[src/sv/exi_pkg.sv]
// Shared constants, a type and a ROM content function for the table-based exponential.
package exi_pkg;

  localparam int ARG_W        = 29;
  localparam int FRAC_BITS    = 20;
  // The fraction table step count is a power of two.
  localparam int FRAC_LOG2    = 10;
  localparam int FRAC_STEPS   = 1 << FRAC_LOG2;
  localparam int INT_SPAN     = 300;
  localparam int HALF_SPAN    = INT_SPAN / 2;

  localparam int R_W    = FRAC_LOG2 + 1;
  localparam int INT_W  = $clog2(INT_SPAN + 1);
  localparam int X_W    = ARG_W + 2;
  localparam int MS_W   = FRAC_BITS + 1;
  localparam int EXP_W  = 11;
  localparam int FRAC_W = 52;

  typedef logic [63:0] dbl_t;

  // Square-and-multiply power for a nonnegative integer exponent.
  function automatic real int_power(real base, int n);
    real acc;
    real b;
    int  e;
    acc = 1.0;
    b   = base;
    e   = n;
    while (e != 0) begin
      if ((e & 1) != 0) begin
        acc = acc * b;
      end
      b = b * b;
      e = e >> 1;
    end
    return acc;
  endfunction

endpackage

[src/sv/exi_scale.sv]
// Two-stage product of a fraction table entry and the exact interpolation scale.
module exi_scale import exi_pkg::*; (
  input  logic            clk,
  input  logic [1:0]      en,
  input  dbl_t            frac_bits,
  input  dbl_t            int_in,
  input  logic [MS_W-1:0] m_scale,
  output dbl_t            res_bits,
  output dbl_t            int_out
);

  localparam int PH_W = 27 + MS_W;
  localparam int PL_W = 26 + MS_W;
  localparam int P_W  = PH_W + 26;

  logic [PH_W-1:0]  ph;
  logic [PL_W-1:0]  pl;
  logic [EXP_W-1:0] ef;
  dbl_t             int_mid;

  logic [P_W-1:0]   p;
  logic [P_W-1:0]   sh;
  logic [EXP_W:0]   ex;
  logic [52:0]      mant;
  logic [53:0]      mr;
  logic             g;
  logic             s;

  always_ff @(posedge clk) begin
    if (en[0]) begin
      ph      <= PH_W'({1'b1, frac_bits[51:26]}) * PH_W'(m_scale);
      pl      <= PL_W'(frac_bits[25:0]) * PL_W'(m_scale);
      ef      <= frac_bits[62:52];
      int_mid <= int_in;
    end
  end

  always_comb begin
    p = {ph, 26'b0} + P_W'(pl);
    // The product's leading one sits at one of the top three bits.
    if (p[P_W-1]) begin
      sh = p;
      ex = {1'b0, ef} + (EXP_W+1)'(1);
    end else if (p[P_W-2]) begin
      sh = p << 1;
      ex = {1'b0, ef};
    end else begin
      sh = p << 2;
      ex = {1'b0, ef} - (EXP_W+1)'(1);
    end
    mant = sh[P_W-1 -: 53];
    g    = sh[P_W-54];
    s    = |sh[P_W-55:0];
    mr   = {1'b0, mant} + 54'(g & (s | mant[0]));
    if (mr[53]) begin
      ex = ex + (EXP_W+1)'(1);
    end
  end

  always_ff @(posedge clk) begin
    if (en[1]) begin
      res_bits <= {1'b0, ex[EXP_W-1:0], (mr[53] ? mr[FRAC_W:1] : mr[FRAC_W-1:0])};
      int_out  <= int_mid;
    end
  end

endmodule

[config.mk]
export PLATFORM = sky130hd
export DESIGN_NAME = exi_scale
export DESIGN_NICKNAME = d
export VERILOG_FILES = /design/src/sv/exi_pkg.sv /design/src/sv/exi_scale.sv
export SDC_FILE = /design/constraint.sdc
export NUM_CORES = 2
export LEC_CHECK = 0
export BUFFER_PORTS_ARGS = -buffer_cell sky130_fd_sc_hd__buf_2
export CORE_MARGIN = 4
export CORE_UTILIZATION = 50
export DETAILED_ROUTE_END_ITERATION = 8
export PLACE_DENSITY = 0.67
export SYNTH_ARGS = -nofsm -noshare
export SYNTH_HDL_FRONTEND = slang
export SYNTH_SLANG_ARGS = --single-unit
[constraint.sdc]
create_clock -name clk -period 12.15 [get_ports clk]
set_clock_uncertainty 0.05 [all_clocks]
set_input_delay 0.6075 -clock clk [delete_from_list [all_inputs] [get_ports clk]]
set_output_delay 0.6075 -clock clk [all_outputs]
set_load 0.05 [all_outputs]
* Word level (Yosys, flattened, before mapping)
Cells that the tools add are included.
** Word-level totals
- RAM bits :: 0
- Output and inout bits :: 128
- Latch bits :: 0
- Bits in registers :: 297
- Memories :: 0
- Bits of input ports :: 152
- Logic and storage cells :: 22
- Memory bits (read-only) :: 0
** Cells by class
- Add/subtract/negate cells :: 5
- Multiplexer cells :: 6
- Shift-type cells :: 0
- Equality and inequality tests :: 0
- $lt $le $gt $ge :: 0
- Multipliers :: 2
- Reductions and logical operators :: 1
- Div/mod/pow operators :: 0
- Bitwise gates (word level) :: 2
** Operator list (count)
- $mux 74 :: 2
- $add 74x47->74 :: 1
- $add 53x1->54 :: 1
- $mux 52 :: 1
- $mul 27x21->48 :: 1
- $mul 26x21->47 :: 1
- $mux 11 :: 3
- $add 11x1->11 const B :: 2
- $reduce_or 20->1 :: 1
- $sub 11x1->11 const B :: 1
- $and 1x1->1 :: 1
- $or 1x1->1 :: 1

* Logic depth before layout (Yosys ltp)
- Word-level depth :: 8
- Depth in mapped cells :: 31
- Depth with buffers taken out :: 29

* Worst setup path after synthesis
No wires, ideal clock.
- Kind :: input to register
- From :: input m_scale[6]
- To :: register pl[45], data pin
- Stages on the path :: 26
- Library setup time :: 258 ps
- Path buffers :: 2
- Arrival time :: 7150 ps
- Data required time :: 11842 ps
- Slack :: 4692 ps
- Path through :: clkbuf_1 > clkbuf_1 > nand2_1 > fa_1 > fa_1 > fa_1 > inv_1 > fa_1 > fa_1 > fa_1 > inv_1 > fa_1 > inv_1 > ha_1 > a21o_1 > a21o_1 > a21oi_1 > o31ai_1 > a21oi_1 > o311a_1 > o21ai_0 > a221oi_1 > o21ai_0 > o21a_1 > nor2_1 > xnor2_1
** Between the ends
- Longest elaborated chain between the ends :: 1
** RTL lines
- start, declared :: RTL line exi_scale.sv:7 : input logic [MS_W-1:0] m_scale,
- $mul 26x21->47 :: RTL line exi_scale.sv:32 : pl <= PL_W'(frac_bits[25:0]) * PL_W'(m_scale);
- end signal, assigned :: RTL line exi_scale.sv:32
- end, declared :: RTL line exi_scale.sv:17 : logic [PL_W-1:0] pl;
No other way between the ends.
A chain may end at the register's enable or synchronous reset.

* Final worst setup path
- From :: input m_scale[5]
- To :: register pl[45], data pin
Same word-level chain as after synthesis.

==> flow_summary_export.csv <==
group,metric,value,unit
sta,layout_min_cycle_time,8510,ps
finish,nNetsFinal,6738,
clock_tree,root_buffer,"clkbuf_16",
clock_tree,clkTransAtPathRegs,70,ps
sta,relSlewSlack,0.358,
sta,tns,0,ps
floorplan,die_w,326,µm
clock_tree,worstSkewPairLatency,550,ps
floorplan,die_area,106000,µm²
min_path,hold_class,"input port to register",
grt,overflow,0,
grt,grt_antenna_before_repair,17,
finish,final_util,0.534,
sta,setup_slack,3640,ps
finish,final_common_cell,"inv_1",
place,gp_congestion,0.894,
logic_synthesis,async_flop_share,0,
clock_tree,cts_setup_buffers,0,
setup_path,critPathRequiredTime,12430,ps
setup_path,crit_path_start,"m_scale[5]",
routing,drc,0,
sta,rsz0062_at_grt,"false",
sta,period_share,0.700,
logic_synthesis,synth_ff_type,"edfxtp_1",
setup_path,path_class,"input port to register",
setup_path,cp.arrival,8790,ps
logic_synthesis,synth.avg_cell_area,9.58,µm²
sta,maxSlewViolCount,0,
logic_synthesis,synth.cell_area,50400,µm²
setup_path,r2r_end,"res_bits[23]$_DFFE_PP_",
logic_synthesis,yosysWarnings,0,
logic_synthesis,syn-instance-count,5265,
logic_synthesis,syn-num-nets,6683,
sta,fmax,118,MHz
clock_tree,clk_path_buf_depth,3,
sta,finalHoldViolations,0,
floorplan,pin_count,280,
routing,wl_per_cell,18.7,µm
finish,fillCellCount,9139,
clock_tree,hold_buffers,0,
flow_run,cap_violations,0,
clock_tree,h-tree-depth,1,
routing,first_pass_iters,5,
min_path,min-delay-start,"int_in[6]",
logic_synthesis,synth_seq_cells,297,
place,port_buffers,277,
place,preCtsSetupSlack,3230,ps
logic_synthesis,synth-edff-count,297,
logic_synthesis,ys_seq_area_frac,0.177,
min_path,min_path_cells,1,
place,dp.cells,6591,
logic_synthesis,synth.distinct_cells,100,
routing,drtIter0Drc,2314,
grt,grt_pass1_wl,204000,µm
sta,setup_viol,0,
floorplan,core_area,100000,µm²
min_path,whs_endpoint,"int_mid[6]$_DFFE_PP_",
routing,ant_nets,0,
grt,grt_max_degree,81,
setup_path,end_kind,"register",
routing,wl,124000,µm
grt,grt_pass1_vias,37760,
setup_path,rrSetupSlack,5310,ps
grt,grt_usage,0.238,
run_status,status,"complete, no violations",
clock_tree,cts.sinks,297,
finish,fin_cells,6644,
setup_path,cp-start-kind,"input port",
sta,worstMarginPinSlew,956,ps
finish,register_area,8920,µm²
place,post-dp-hpwl,95900,µm
clock_tree,tritoncts,"done",
clock_tree,cts_resized,0,
setup_path,path_max_fanout,34,
finish,drive_gt1_frac,0.0759,
finish,multi_input_area,36700,µm²
clock_tree,cts_buffers,25,
setup_path,reg2reg_from,"ph[1]$_DFFE_PP_",
floorplan,die_y,326,µm
routing,vias,36098,
finish,area_delta_synth_final,5.99,%
setup_path,reg2regPathDepth,15,
floorplan,start_util,0.504,
finish,final_cell_mix,"inv_1, fa_1, nand2_1",
floorplan,placementRows,116,
routing,routed_via_density,5.43,
## cell usage after synthesis, drive strengths merged, types with 28 or more instances
library cell,instances,area [µm²]
xor2,64,561
xnor2,131,1150
fa,926,18500
o21ai,102,514
o211ai,28,215
inv,988,3710
a21oi,145,729
clkbuf,256,963
a21o,68,510
and2,567,3550
ha,340,4250
nor3,51,260
nand2,704,2650
buf,32,186
nand3,61,323
nor2,129,487
nand4,32,200
edfxtp,297,8920
## worst max path at each step
| stage | endpoint | slack (ps) | depth (start not counted) |
|---|---|---|---|
| 6_report | pl[45]$_DFFE_PP_ | 3640 | 27 |
| 3_5_place_dp | pl[45]$_DFFE_PP_ | 3230 | 27 |
| 3_3_place_gp | pl[45]$_DFFE_PP_ | 3270 | 27 |
| 4_1_cts | pl[45]$_DFFE_PP_ | 3800 | 27 |
| 2_1_floorplan | pl[45]$_DFFE_PP_ | 4690 | 26 |
| 5_1_grt | pl[45]$_DFFE_PP_ | 3270 | 27 |
## per-layer routing
| metal | GRT usage | share of wire |
|---|---|---|
| met1 | 0.341 | 0.44 |
| met2 | 0.385 | 0.46 |
| met3 | 0.0435 | 0.081 |
| met4 | 0.0439 | 0.019 |
| met5 | 0 | 0.00045 |
## area by class of cell
cell class                 instances  share of cell area
clock buffer                      31              0.0121
tap                             1298              0.0304
antenna                            8            0.000375
inverter                         988              0.0694
sequential                       297               0.167
clock inverter                    14             0.00314
timing repair buffer             316              0.0316
multi-input combinational       3692               0.686
## metrics by stage
stage / hold WS [ps] / instance area [µm²]
global route: 151 / 53400
global placement: 350 / 52600
detailed placement: 355 / 52600
finish: 170 / 53500
floorplan: 350 / 50400
CTS: 141 / 53400
## state kept, by name, indices dropped and copies added (netlist names)
signal,cells
int_mid,64
int_out,64
res_bits,63
ph,48
pl,47
ef,11
## critical path, stage by stage
cell and delay [ps]:
buf_2 420, buf_4 520, and2_1 220, fa_1 430, fa_1 510, inv_1 50
fa_1 470, inv_1 50, fa_1 480, fa_1 510, fa_1 500, inv_1 50
fa_1 470, inv_1 40, ha_1 360, a21o_1 190, a21o_1 160, a21oi_1 160
o31ai_1 90, a21oi_1 480, o311a_1 350, o21ai_0 220, a221oi_1 660, o21ai_0 220
o21a_1 210, nor2_1 110, xnor2_1 220
## cells by family (layout without fill, tap and decap cells)
kind of cell	after synthesis	count (layout)	synth area share
xor+xnor	195	195	0.0339
fa+ha+maj	1266	1266	0.452
simple gates	1689	1689	0.169
buf+inv	1276	1349	0.0963
mux	5	5	0.00107
compound gates	536	536	0.0710
flops	297	297	0.177
other cells	1	9	0.0000744
Power is left out: the tool's default activity adds up to more than one toggle a clock period on the data nets, which glitch-free logic cannot reach.
