$ cat src/sv/exi_pkg.sv
// Shared constants, a type and a ROM content function for the table-based exponential.
package exi_pkg;

  localparam int ARG_W        = 29;
  localparam int FRAC_BITS    = 20;
  // The fraction table step count is a power of two.
  localparam int FRAC_LOG2    = 10;
  localparam int FRAC_STEPS   = 1 << FRAC_LOG2;
  localparam int INT_SPAN     = 300;
  localparam int HALF_SPAN    = INT_SPAN / 2;

  localparam int R_W    = FRAC_LOG2 + 1;
  localparam int INT_W  = $clog2(INT_SPAN + 1);
  localparam int X_W    = ARG_W + 2;
  localparam int MS_W   = FRAC_BITS + 1;
  localparam int EXP_W  = 11;
  localparam int FRAC_W = 52;

  typedef logic [63:0] dbl_t;

  // Square-and-multiply power for a nonnegative integer exponent.
  function automatic real int_power(real base, int n);
    real acc;
    real b;
    int  e;
    acc = 1.0;
    b   = base;
    e   = n;
    while (e != 0) begin
      if ((e & 1) != 0) begin
        acc = acc * b;
      end
      b = b * b;
      e = e >> 1;
    end
    return acc;
  endfunction

endpackage

$ cat src/sv/exi_front.sv
// Clamp of the argument and split into table indexes and the interpolation scale.
module exi_front import exi_pkg::*; (
  input  logic                    clk,
  input  logic                    en,
  input  logic signed [ARG_W-1:0] arg_value,
  output logic [R_W-1:0]          r_idx,
  output logic [INT_W-1:0]        int_idx,
  output logic [MS_W-1:0]         m_scale,
  output logic                    clamp
);

  localparam logic signed [X_W-1:0] LIM = X_W'(HALF_SPAN) <<< FRAC_BITS;
  localparam int IP_W = X_W - FRAC_BITS;

  logic signed [X_W-1:0] xe;
  logic signed [X_W-1:0] xc;
  logic [X_W-1:0]        u;
  logic [IP_W-1:0]       ip_full;
  logic [INT_W-1:0]      ip;
  logic [FRAC_BITS-1:0]  fpart;
  logic [MS_W-1:0]       fsum;
  logic [R_W-1:0]        r;
  logic [MS_W-1:0]       ms;
  logic                  over;
  logic                  under;

  always_comb begin
    xe    = X_W'(arg_value);
    over  = xe > LIM;
    under = xe < -LIM;
    if (over) begin
      xc = LIM;
    end else if (under) begin
      xc = -LIM;
    end else begin
      xc = xe;
    end
    // Offsetting by half the span turns the floor split into a plain bit split.
    u       = X_W'(xc + LIM);
    ip_full = u[X_W-1:FRAC_BITS];
    if (ip_full > IP_W'(INT_SPAN)) begin
      ip = INT_W'(INT_SPAN);
    end else begin
      ip = ip_full[INT_W-1:0];
    end
    fpart = u[FRAC_BITS-1:0];
    // Round half up to the nearest table step.
    fsum  = {1'b0, fpart} + MS_W'(1 << (FRAC_BITS - 1 - FRAC_LOG2));
    r     = fsum[FRAC_BITS -: R_W];
    // The scale 1 + residual/FRAC_STEPS is exact with FRAC_BITS fraction bits.
    ms    = {1'b0, fpart} - {r, {(FRAC_BITS - FRAC_LOG2){1'b0}}} + MS_W'(1 << FRAC_BITS);
  end

  always_ff @(posedge clk) begin
    if (en) begin
      r_idx   <= r;
      int_idx <= ip;
      m_scale <= ms;
      clamp   <= over | under;
    end
  end

endmodule

$ cat config.mk
export PLATFORM = sky130hd
export DESIGN_NAME = exi_front
export DESIGN_NICKNAME = d
export VERILOG_FILES = /design/src/sv/exi_pkg.sv /design/src/sv/exi_front.sv
export SDC_FILE = /design/constraint.sdc
export NUM_CORES = 1
export LEC_CHECK = 0
export BUFFER_PORTS_ARGS = -buffer_cell sky130_fd_sc_hd__buf_2
export CORE_MARGIN = 3
export CORE_UTILIZATION = 40
export DETAILED_ROUTE_END_ITERATION = 12
export GPL_TIMING_DRIVEN = 0
export PLACE_DENSITY = 0.65
export SYNTH_ARGS = -nofsm -noshare
export SYNTH_HDL_FRONTEND = slang
export SYNTH_SLANG_ARGS = --single-unit
export TNS_END_PERCENT = 1
$ cat constraint.sdc
create_clock -name clk -period 5.5 [get_ports clk]
set_input_delay 0.825 -clock clk [delete_from_list [all_inputs] [get_ports clk]]
set_output_delay 0.825 -clock clk [all_outputs]
set_load 0.005 [all_outputs]
-- Word level (Yosys, flattened, before mapping)
Cells that the tools add are included.
- input port bits: 31
- word-level logic and storage cells: 14
- flip-flop bits (word level): 42
- output and inout bits: 42
- bitwise gates (word level): 1
- magnitude comparators: 3
- add/sub/neg operators: 4
- multiplexer cells: 2
- operator list (kind ; number):
    $mux W31 ; 2
    $add A31 B29 Y31 const B ; 1
    $gt A29 B29 Y1 const B ; 1
    $lt A29 B29 Y1 const B ; 1
    $add A20 B10 Y21 const B ; 1
    $add A21 B21 Y21 const B ; 1
    $sub A20 B21 Y21 ; 1
    $gt A11 B9 Y1 const B ; 1
    $or A1 B1 Y1 ; 1

-- Depth between registers and ports, before layout
Gate-level depths: netlist (run 1).
- depth in word-level cells: 7
- mapped depth: 21
- mapped depth without buffers: 19

-- Worst setup path after synthesis (run 1)
OpenSTA, ideal clock, no wires.
- path kind: input port to flip-flop
- start point: input port arg_value[26]
- end point: register m_scale[19], data pin
- library setup time: 272 ps
- cell stages on the path: 20
- required time: 5228 ps
- arrival time: 5012 ps
- buffers on the path: 3
- path slack: 216 ps
- cells stage by stage: clkbuf_1 o211ai_1 nand2_1 nand2_1 ha_1 nor4_4 a22o_4 clkbuf_1 clkbuf_1 and2_1 ha_1 nand3_1 nor2_1 and4_1 ha_1 xnor2_1 nand2_1 o211ai_1 o21ai_1 or4_1
- word-level cells in the longest chain between the ends: 7
- elaborated cells on any way between the ends: 8
- those cells by class: 4 x add/sub; 2 x order compare; 2 x mux
- ends and longest elaborated chain (element ; RTL line ; text):
    start: declaration ; exi_front.sv:5 ; input logic signed [ARG_W-1:0] arg_value,
    $lt A29 B29 Y1 ; exi_front.sv:30 ; under = xe < -LIM;
    $mux W31 ; exi_front.sv:33 ; end else if (under) begin
    $mux W31 (*) ; exi_front.sv:31 ; if (over) begin
    $add A31 B29 Y31 (*) ; exi_front.sv:39 ; u = X_W'(xc + LIM);
    $add A20 B10 Y21 (*) ; exi_front.sv:48 ; fsum = {1'b0, fpart} + MS_W'(1 << (FRAC_BITS - 1 - FRAC_LOG2));
    via fsum[17] ; exi_front.sv:21 ; logic [MS_W-1:0] fsum;
    $sub A20 B21 Y21 (*) ; exi_front.sv:51 ; ms = {1'b0, fpart} - {r, {(FRAC_BITS - FRAC_LOG2){1'b0}}} + MS_W'(1 << FRAC_BITS);
    $add A21 B21 Y21 (*) ; exi_front.sv:51 ;
    via ms[19] ; exi_front.sv:23 ; logic [MS_W-1:0] ms;
    end signal: assignment ; exi_front.sv:58 ; m_scale <= ms;
    end: declaration ; exi_front.sv:8 ; output logic [MS_W-1:0] m_scale,
Mark *: on every way through the listed nets, which the timed path passes. The rest lies on a longest branch.
A chain may end at the register's enable or synchronous reset.

-- Final worst setup path (run 1)
- start point: input port arg_value[21]
- end point: register m_scale[19], data pin
Same word-level chain as after synthesis.

==> results of run 1 <==
-- routing by layer --
metal	up-vias	global-route usage [%]	wire, µm
met1	1161	22.1	3130
li1	1242	-	-
met5	-	0	0
met2	64	27.8	3430
met4	0	5.78	151
met3	12	3.20	340
-- report_power, final --
group	switching, mW	internal (mW)
combinational	0.151	0.115
clock	0.110	0.135
sequential	0.00766	0.405
total	0.269	0.655
-- synthesized netlist by cell type (all sizes together) (2+ instances only) --
cell and number:
edfxtp 42, nor2 26, nand2 23, clkbuf 16, xnor2 16, and2 15
and3 11, ha 11, nor3 11, o21ai 11, nand3 9, xor2 8
a21oi 7, inv 6, nor2b 6, o211ai 6, mux2i 5, a21boi 4
a21o 4, a31oi 4, buf 4, nor4 4, a211o 3, and4 3
nand3b 3, or4 3, a211oi 2, mux2 2, nand2b 2, nand4 2
o2111ai 2, o21a 2, o221ai 2, o22ai 2, o32ai 2, o41ai 2
or2 2
-- worst paths after layout --
path                                end  slack (ns)  cells after the start
setup / recovery  m_scale[19]$_DFFE_PP_        0.34                     19
hold / removal     m_scale[3]$_DFFE_PP_        0.81                      2
-- state kept, by name, indices dropped and copies added, names as in the netlist --
| register | count |
|---|---|
| clamp | 1 |
| int_idx | 9 |
| m_scale | 21 |
| r_idx | 11 |
-- stage by stage --
step / cell area, µm² / TNS (ns)
detailed placement: 3370 / -2.36
floorplan: 2930 / 0
global route: 3500 / 0
global placement: 3370 / -2.14
finish: 3500 / 0
CTS: 3480 / 0
-- area by class of cell --
class | count | area [µm²]
Multi-Input combinational cell | 228 | 1590
Inverter | 6 | 25.0
Buffer | 18 | 78.8
Timing Repair Buffer | 64 | 320
Fill cell | 683 | 3440
Sequential cell | 42 | 1260
Clock inverter | 2 | 37.5
Clock buffer | 6 | 72.6
Tap cell | 96 | 120
-- repair_timing --
action,in CTS,in global routing
pin swaps,0,1
cloned,0,1
resized for setup,1,3
hold buffers,0,0
endpoints found under the setup margin,3,2
-- cells by family (layout without fill, tap and decap cells) --
family | Yosys count | after routing | synth area share, %
compound gates | 61 | 62 | 15.5
xor+xnor | 24 | 24 | 7.17
fa+ha+maj | 11 | 11 | 4.69
buf+inv | 26 | 96 | 3.75
flops | 42 | 42 | 43.0
mux | 7 | 7 | 2.47
simple gates | 124 | 124 | 23.4
==> results.txt, run 1 <==
----------------------------------------------------
[Synthesis]
  Number of warnings printed during yosys synthesis ... 0
  Most common flop cell mapped by yosys ... sky130_fd_sc_hd__edfxtp_1
  Post-Synthesis Mean Instance Area ... roughly 10 µm²
  Post-synthesis sequential area ratio ... approximately 43%
  Yosys top cell area share ... 43.0%
  Most area-hungry cell type in the Yosys netlist ... sky130_fd_sc_hd__edfxtp_1
  Cell area after synthesis ... just under 3000 µm²
  Flops & latches, synth ... 42
  Unique masters post-synth ... 58
  Synth Net Count ... approximately 340
  Gate count after technology mapping ... just under 300
  Async set-or-reset flop fraction in the synthesized netlist ... 0%
  Leading cell types by total area after synthesis ... sky130_fd_sc_hd__edfxtp_1 (43%), sky130_fd_sc_hd__xnor2_1 (4.8%), sky130_fd_sc_hd__ha_1 (4.7%)
  Count of flip-flops with a built-in enable after synthesis ... 42

[Worst setup path]
  Worst path arrival time ... 5.20 ns
  List of cells traversed by the critical path ... buf_2 > o21a_1 > o211ai_1 > nand2_1 > nand2_1 > ha_1 > nor4_4 > a22o_4 > and2_1 > ha_1 > nand3_2 > nor2_2 > and4_1 > ha_1 > xnor2_2 > nand2_1 > o211ai_1 > o21ai_1 > or4_1
  Slowest CP cell ... sky130_fd_sc_hd__or4_1
  Top fanout value on the critical path ... 14
  Count of buffer and inverter cells on the critical path ... 1
  Kind of cell adding the most delay to the critical path ... simple AND/OR/NAND/NOR gates
  Worst Path Required ... 5.54 ns
  WS Path Type ... input port to flop
  Worst setup startpoint ... arg_value[21]
  Endpoint kind of the worst setup timing path ... flop
  CP peak stage delay ... approximately 0.53 ns
  Type of element launching the critical path ... input port

[Floorplan]
  Vert. Die Dim ... 91.6 µm
  Std-Cell Core Area ... ~6900 µm²
  Row count ... 30
  Die Footprint ... between 8000 and 9000 µm²
  Initial core utilization ... a little over two fifths
  Io pins ... 73
  Die boundary width ... roughly 92 µm

[Place]
  Routability Congestion ... ~0.85
  Post-Place Worst Slack ... -0.883 ns
  Dpl hpwl ... between 5 and 6 mm
  Placed cell count ... around 460
  Port-buffer cells ... 64

[Clocking]
  Clock Tree Root ... sky130_fd_sc_hd__clkbuf_8
  Cts bufs inserted ... 5
  Longest Clk Path Bufs ... 2
  CTS H-Tree Depth ... 2
  CTS tree ... done
  Sinks on Clock Net ... 42
  Number of setup buffers added after CTS ... 0
  Clock slew at reported path FFs ... 0.08 ns

[Cells and area]
  Most frequent cells in the layout ... sky130_fd_sc_hd__buf_2 (66), sky130_fd_sc_hd__edfxtp_1 (42), sky130_fd_sc_hd__nor2_1 (25), sky130_fd_sc_hd__nand2_1 (23)
  Fraction of layout cells with a size suffix above 1 ... about a quarter
  Most common cell after layout, fill and taps aside ... sky130_fd_sc_hd__buf_2
  Fin util ... around half
  Relative area change from synthesis to final layout ... 19.4%
  Number of nets in the final layout ... approximately 410
  Filler-free cell count of the finished design ... between 400 and 500
  Final antenna diode count ... 0

[Flow run]
  MaxCap Viol Count ... 0

[STA]
  Remaining max-slew budget at the tightest pin ... approximately two fifths
  Setup repair after global routing missed its margin ... no
  Number of endpoints with negative hold slack in the final report ... 0
  Slew at the pin closest to its max-slew limit ... around 0.93 ns
  Clock period minus worst slack ... roughly 5.2 ns
  Ratio of final minimum period to clock period ... a little over nine tenths
  Setup ws final ... approximately 0.34 ns
  Pins Over Slew Limit ... 0
  Total of endpoints with negative setup slack in the final report ... 0
  Tightest hold margin ... ~0.81 ns
  FMAX ... slightly below 200 MHz

[Global route]
  Total routing usage reported by global routing ... between 10% and 20%
  GRT overflow ... 0
  First-pass GRT wire length ... between 10 and 15 mm
  Vias in the first global route ... about 2300
  Number of antenna violations at the first check in global routing ... 0
  Largest net degree at the start of global routing ... 43

[Routing]
  Routed WL per cell ... around 15 µm
  Initial drt markers ... ~180
  Routed Wire Length ... a little over 7 mm
  Number of remaining DRC errors ... 0
  Vias ... 2479
  First-pass iteration count of the detailed router ... 4
  Antenna viol nets, final ... 0
  Number of vias per cell after detailed routing ... between 5 and 6

[Worst hold path]
  Worst min-delay path class ... input port to flop
  Source of the worst hold timing path ... arg_value[3]

[Power and ir drop]
  Overall power consumption ... roughly 0.9 mW
  Leakage power figure ... 1.38 nW
  Peak supply drop ... 162 µV
  Power Dens Cells ... roughly 260 nW/µm²

[Status]
  Result of the run ... complete, no violations

----------------------------------------------------
(Power assumes the default switching activity.)
==> run 2: changes to the inputs <==
- clock period: 5.5 -> 4.2 ns (I/O delays scaled with it)
==> run 2 against run 1 <==
The run now ends with setup timing left. Largest power group unchanged. Critical path depth grew 3. Core utilization is 6.2 points higher. Critical path type unchanged. Non-clock buffer count increased by 26. Clock power up 31%. Sequential share of layout area down 3.9 points. Worst hold slack lost 0.18 ns. Cell count increased by 5.4%. Sequential cell count did not move. Sequential power is 31% higher. Critical endpoint is now m_scale[18]$_DFFE_PP_. Combinational power rose by 60%. Total power is 39% higher.
==> results.txt, run 2 (synthesized netlist as in run 1, its figures left out) <==
----------------------------------------------------
[Floorplan]
  Std-Cell Core Area ... 6940 µm² (unchanged)
  Die Footprint ... 8400 µm² (unchanged)
  Die boundary width ... 91.6 µm (unchanged)
  Io pins ... 73 (unchanged)
  Row count ... 30 (unchanged)
  Vert. Die Dim ... 91.6 µm (unchanged)
  Initial core utilization ... 42.2% (unchanged)

[Cells and area]
  Relative area change from synthesis to final layout ... 34.0%
  Final antenna diode count ... 0 (unchanged)
  Combined flip-flop and latch cell area ... 1260 µm² (unchanged)
  Register name with the most flops ... m_scale
  Number of nets in the final layout ... 432 (+6.1%)
  Max reg flops ... 21 (unchanged)
  Area of the multi-input gates ... 1750 µm² (+10%)
  Most common cell after layout, fill and taps aside ... sky130_fd_sc_hd__buf_2
  Fraction of layout cells with a size suffix above 1 ... 36.6% (+11 points)
  Number of inserted filler cells in the final layout ... 611 (-11%)
  Largest registers in the final layout ... m_scale: 21 flops, r_idx: 11 flops, int_idx: 9 flops
  Most frequent cells in the layout ... sky130_fd_sc_hd__buf_2 (62), sky130_fd_sc_hd__edfxtp_1 (42), sky130_fd_sc_hd__buf_4 (27), sky130_fd_sc_hd__nor2_1 (24), sky130_fd_sc_hd__nand2_1 (21)

[Clocking]
  Clock slew at reported path FFs ... 0.08 ns (about the same)
  Clock Tree Root ... sky130_fd_sc_hd__clkbuf_8
  Sinks on Clock Net ... 42 (unchanged)
  CTS tree ... done
  Longest Clk Path Bufs ... 2 (unchanged)
  Cts bufs inserted ... 5 (unchanged)
  CTS H-Tree Depth ... 2 (unchanged)
  Post-CTS Hold Buffers ... 0 (unchanged)

[STA]
  Total of endpoints with negative setup slack in the final report ... 3 (+3)
  Number of endpoints with negative hold slack in the final report ... 0 (unchanged)
  FMAX ... between 200 and 250 MHz
  Setup repair after global routing missed its margin ... yes
  Clock period minus worst slack ... 4.28 ns
  Ratio of final minimum period to clock period ... 102%
  Remaining max-slew budget at the tightest pin ... 37.2% (-1.1 points)
  Setup ws final ... -0.0792 ns (-0.418 ns)
  Slew at the pin closest to its max-slew limit ... 0.942 ns (+0.0166 ns)
  Sum Neg Setup Slack ... -0.156 ns (-0.156 ns)
  Pins Over Slew Limit ... 0 (unchanged)
  Tightest hold margin ... 0.634 ns (-0.179 ns)

[Global route]
  Total routing usage reported by global routing ... 18.8% (+2.0 points)
  Vias in the first global route ... 2563 (+9.1%)
  GRT overflow ... 0 (unchanged)
  Largest net degree at the start of global routing ... 43 (unchanged)
  Number of antenna violations at the first check in global routing ... 0 (unchanged)
  First-pass GRT wire length ... 12.7 mm (+10%)

[Power and ir drop]
  Power Dens Cells ... 328 nW/µm² (+24%)
  Leakage power figure ... 1.55 nW (+12%)
  Overall power consumption ... 1.29 mW (+39%)
  Switching Share ... 29.3% (+0.22 points)
  Internal portion of total power ... 0.911 mW (+39%)
  Power spent charging and discharging nets ... 0.377 mW (+40%)
  Combinational share of power ... 33.1% (+4.3 points)
  Clock power share ... 24.9% (-1.6 points)
  Sequential cell fraction of total power ... 42.0% (-2.7 points)
  Peak supply drop ... 142 µV (-12%)

[Routing]
  Number of vias per cell after detailed routing ... 5.40 (+0.65%)
  Number of remaining DRC errors ... 0 (unchanged)
  First-pass iteration count of the detailed router ... 4 (unchanged)
  Routed Wire Length ... 7.73 mm (+9.5%)
  Routed WL per cell ... 15.9 µm (+3.9%)
  Initial drt markers ... 280 (+55%)
  Antenna viol nets, final ... 0 (unchanged)
  Vias ... 2630 (+6.1%)

[Worst setup path]
  WS Path Type ... input port to flop
  Type of element launching the critical path ... input port
  Endpoint kind of the worst setup timing path ... flop
  Top fanout value on the critical path ... 8 (-6)
  Kind of cell adding the most delay to the critical path ... compound AO/OA/AOI/OAI gates
  Most common cell type on the critical path ... sky130_fd_sc_hd__ha_4
  CP peak stage delay ... 0.26 ns (-0.27 ns)
  List of cells traversed by the critical path ... buf_8 > o21a_1 > o211ai_1 > nand2_1 > nand2_2 > ha_4 > nor4_4 > a22o_4 > clkbuf_16 > buf_8 > and2_4 > ha_4 > nand3_4 > nor3_4 > ha_4 > nor4bb_4 > a31oi_1 > o32ai_2 > o311ai_1 > o21ai_1 > buf_4 > xor2_1
  Worst Path Required ... 4.23 ns (-1.31 ns)
  Slowest CP cell ... sky130_fd_sc_hd__nor4_4
  Count of buffer and inverter cells on the critical path ... 4 (+3)
  Worst path arrival time ... 4.31 ns (-0.89 ns)

[Place]
  Dpl hpwl ... 5.56 mm (+3.8%)
  Port-buffer cells ... 64 (unchanged)
  Routability Congestion ... 0.918 (+7.5%)

[Flow run]
  MaxCap Viol Count ... 0 (unchanged)

[Worst hold path]
  Worst min-delay path class ... input port to flop

[Status]
  Result of the run ... complete, but fails checks
  Failing checks ... setup timing

----------------------------------------------------
[run 2: final timing paths]
path / cells past startpoint / slack, ns / end / start
hold / removal: 2 / 0.63 / m_scale[4]$_DFFE_PP_ / arg_value[4]
setup / recovery: 22 / -0.08 / m_scale[18]$_DFFE_PP_ / arg_value[22]
[run 2: power by group through the flow]
stage | sequential [mW] | combinational (mW) | clock (mW)
global placement | 0.550 | 0.361 | 0
finish | 0.541 | 0.426 | 0.321
floorplan | 0.562 | 0.228 | 0
detailed placement | 0.551 | 0.365 | 0
CTS | 0.542 | 0.413 | 0.334
global route | 0.547 | 0.468 | 0.347
[run 2: per-layer routing]
metal  wire [µm]  vias to the layer above  track usage (%)
met3         487                       13             2.95
met2        3640                       87             30.4
met4         150                        0             5.53
met1        3460                     1237             25.9
li1            -                     1293                -
met5           0                        -                0
[run 2: timing repair]
item,CTS,global route
endpoints found under the setup margin,13,12
gates resized for setup,20,10
pin swaps,16,11
gates cloned,0,0
buffers inserted,23,4
[run 2: final cells by class]
cell class / count / share of cell area, %
repair buffers: 91 / 13.9
clock buffers: 6 / 1.85
clock inverters: 2 / 0.955
flip-flops and latches: 42 / 32.1
plain buffers: 17 / 2.87
well taps: 96 / 3.06
multi-input cells: 227 / 44.6
inverters: 6 / 0.732
[run 2: stage by stage]
stage	cells	setup WS (ns)	utilization, %	cell area (µm²)
after floorplan	295	-0.156	-	3040
after global placement	455	-0.789	50.2	3480
after detailed placement	455	-0.812	50.2	3480
after CTS	485	-0.127	55.8	3870
after global routing	487	-0.237	56.6	3930
final	487	-0.0792	56.6	3930
==> run 3: changes to the inputs <==
- CTS_CLUSTER_DIAMETER: default -> 80
- HOLD_SLACK_MARGIN: default -> 0.03
- PLACE_DENSITY: 0.65 -> default
- PLACE_DENSITY_LB_ADDON: default -> 0.05
==> run 3 against run 2 <==
The flow still finishes with violations (setup timing). Via count fell by 2.1%. Routed wire length fell by 1.6%. Sequential cell count did not move. Core utilization fell by 0.54 points. Critical path depth did not move. Clock power fell by 23%. First-iteration DRC count fell by 33%. Largest power group unchanged. Highest routed layer unchanged.
==> results.txt, run 3 (synthesized netlist as in run 1, its figures left out) <==
----------------------------------------------------
[Clocking]
  CTS tree ... done
  CTS H-Tree Depth ... 2 (unchanged)
  Cts bufs inserted ... 5 (unchanged)
  Clock Tree Root ... sky130_fd_sc_hd__clkbuf_8
  Clock slew at reported path FFs ... 0.07 ns (about the same)
  Longest Clk Path Bufs ... 2 (unchanged)
  Sinks on Clock Net ... 42 (unchanged)

[Worst setup path]
  Most common cell type on the critical path ... sky130_fd_sc_hd__ha_4
  Type of element launching the critical path ... input port
  Slowest CP cell ... sky130_fd_sc_hd__o211ai_1
  Top fanout value on the critical path ... 4 (-4)
  List of cells traversed by the critical path ... buf_8 > o21a_1 > o211ai_1 > nand2_1 > nand2_2 > ha_4 > nor4_4 > a22o_4 > clkbuf_16 > clkbuf_16 > and2_4 > ha_4 > nand3_4 > nor3_4 > ha_4 > nor4bb_4 > a31oi_1 > o32ai_2 > o311ai_1 > o21ai_1 > a21oi_1 > xnor2_1
  Worst Path Required ... 4.25 ns (+0.02 ns)
  Worst path arrival time ... 4.29 ns (-0.02 ns)
  CP peak stage delay ... 0.25 ns (about the same)
  Endpoint kind of the worst setup timing path ... flop
  WS Path Type ... input port to flop

[Global route]
  First-pass GRT wire length ... 12.3 mm (-2.8%)
  Number of antenna violations at the first check in global routing ... 0 (unchanged)
  GRT overflow ... 0 (unchanged)
  Total routing usage reported by global routing ... 18.6% (-0.24 points)
  Largest net degree at the start of global routing ... 43 (unchanged)
  Vias in the first global route ... 2417 (-5.7%)

[Routing]
  Number of remaining DRC errors ... 0 (unchanged)
  Vias ... 2574 (-2.1%)
  Number of vias per cell after detailed routing ... 5.34 (-1.1%)
  Antenna viol nets, final ... 0 (unchanged)
  Routed WL per cell ... 15.8 µm (-0.61%)
  Initial drt markers ... 188 (-33%)
  Routed Wire Length ... 7.61 mm (-1.6%)
  First-pass iteration count of the detailed router ... 4 (unchanged)

[Status]
  Failing checks ... setup timing
  Result of the run ... complete, but fails checks

[Worst hold path]
  Source of the worst hold timing path ... arg_value[21]
  Worst min-delay path class ... input port to flop
  Worst hold path endpoint ... int_idx[1]$_SDFFCE_PN0P_
  Hold depth ... 2 (unchanged)

[Cells and area]
  Fraction of layout cells with a size suffix above 1 ... 36.3% (-0.30 points)
  Register name with the most flops ... m_scale
  Area of the multi-input gates ... 1770 µm² (+1.1%)
  Largest registers in the final layout ... m_scale: 21 flops, r_idx: 11 flops, int_idx: 9 flops
  Relative area change from synthesis to final layout ... 32.7%
  Number of inserted filler cells in the final layout ... 632 (+3.4%)
  Filler-free cell count of the finished design ... 482 (-1.0%)
  Fin util ... 56.1% (-0.54 points)
  Most frequent cells in the layout ... sky130_fd_sc_hd__buf_2 (63), sky130_fd_sc_hd__edfxtp_1 (42), sky130_fd_sc_hd__nor2_1 (24), sky130_fd_sc_hd__buf_4 (23), sky130_fd_sc_hd__nand2_1 (21)
  Combined flip-flop and latch cell area ... 1260 µm² (unchanged)
  Final antenna diode count ... 0 (unchanged)
  Max reg flops ... 21 (unchanged)
  Number of nets in the final layout ... 428 (-0.93%)
  Most common cell after layout, fill and taps aside ... sky130_fd_sc_hd__buf_2

[Power and ir drop]
  Leakage power figure ... 1.54 nW (-0.91%)
  Peak supply drop ... 157 µV (+11%)
  Power Dens Cells ... 311 nW/µm² (-5.0%)

[Flow run]
  MaxCap Viol Count ... 0 (unchanged)

[Place]
  Placed cell count ... 455 (unchanged)
  Dpl hpwl ... 5.46 mm (-1.8%)
  Routability Congestion ... 0.856 (-6.7%)
  Port-buffer cells ... 64 (unchanged)

[STA]
  FMAX ... 236 MHz (+0.80%)
  Setup repair after global routing missed its margin ... yes
  Remaining max-slew budget at the tightest pin ... 37.6% (+0.37 points)
  Clock period minus worst slack ... 4.25 ns (-0.0340 ns)
  Pins Over Slew Limit ... 0 (unchanged)
  Setup ws final ... -0.0453 ns (+0.0340 ns)
  Ratio of final minimum period to clock period ... 101% (-0.81 points)
  Number of endpoints with negative hold slack in the final report ... 0 (unchanged)
  Slew at the pin closest to its max-slew limit ... 0.937 ns (-0.00553 ns)
  Total of endpoints with negative setup slack in the final report ... 2 (-1)

[Floorplan]
  Initial core utilization ... 42.2% (unchanged)
  Die Footprint ... 8400 µm² (unchanged)
  Std-Cell Core Area ... 6940 µm² (unchanged)
  Io pins ... 73 (unchanged)
  Row count ... 30 (unchanged)
  Vert. Die Dim ... 91.6 µm (unchanged)
  Die boundary width ... 91.6 µm (unchanged)

----------------------------------------------------
## run 3: what timing repair did
action | CTS | global route
buffers inserted | 22 | 1
hold buffers | 0 | 0
resized for setup | 25 | 7
setup endpoints to repair | 13 | 14
pin swaps | 17 | 20
endpoints found under the hold margin | 0 | 0
## run 3: metrics by stage
step | power [mW] | hold WS (ns) | area [µm²] | TNS (ns) | setup slack, ns
final | 1.21 | 0.630 | 3890 | -0.0707 | -0.0453
after global routing | 1.29 | 0.625 | 3890 | -0.613 | -0.228
after CTS | 1.22 | 0.626 | 3860 | -0.0448 | -0.0338
after detailed placement | 0.916 | 0.929 | 3480 | -7.91 | -0.855
after global placement | 0.915 | 0.932 | 3480 | -8.14 | -0.833
after floorplan | 0.789 | 0.742 | 3040 | -0.343 | -0.156
## run 3: how the worst max path moves through the flow
stage	depth (start not counted)	endpoint	start	slack, ns
after global placement	22	m_scale[20]$_DFFE_PP_	arg_value[21]	-0.83
after global routing	22	m_scale[20]$_DFFE_PP_	arg_value[22]	-0.23
final	22	m_scale[20]$_DFFE_PP_	arg_value[22]	-0.05
after CTS	22	m_scale[20]$_DFFE_PP_	arg_value[22]	-0.03
after floorplan	20	m_scale[19]$_DFFE_PP_	arg_value[21]	-0.16
after detailed placement	22	m_scale[20]$_DFFE_PP_	arg_value[21]	-0.85
## run 3: report_power, final
group          internal, mW  switching, mW
clock                 0.112          0.134
combinational         0.202          0.221
sequential            0.531         0.0110
total                 0.845          0.366
## run 3: cell type report
| cell class | count | share of cell area [%] |
|---|---|---|
| Clock buffer | 5 | 1.77 |
| Sequential cell | 42 | 32.4 |
| Tap cell | 96 | 3.09 |
| Timing Repair Buffer | 87 | 13.2 |
| Clock inverter | 2 | 0.257 |
| Multi-Input combinational cell | 227 | 45.5 |
| Inverter | 6 | 0.643 |
| Buffer | 17 | 3.15 |
## run 3: critical path, delay by kind of cell
kind	cells	cell delay, ns
AOI/OAI and AO/OA	8	1.53
and+or+nand+nor	7	1.07
adders and majority gates	3	0.61
buffers and inverters	3	0.35
xor gates and xnor gates	1	0.08
## run 3: metal layers
layer,track usage (%),routed length [µm],vias up
li1,-,-,1283
met1,26.2,3710,1204
met2,29.1,3400,81
met3,2.79,420,6
met4,6.03,78,0
met5,0,0,-
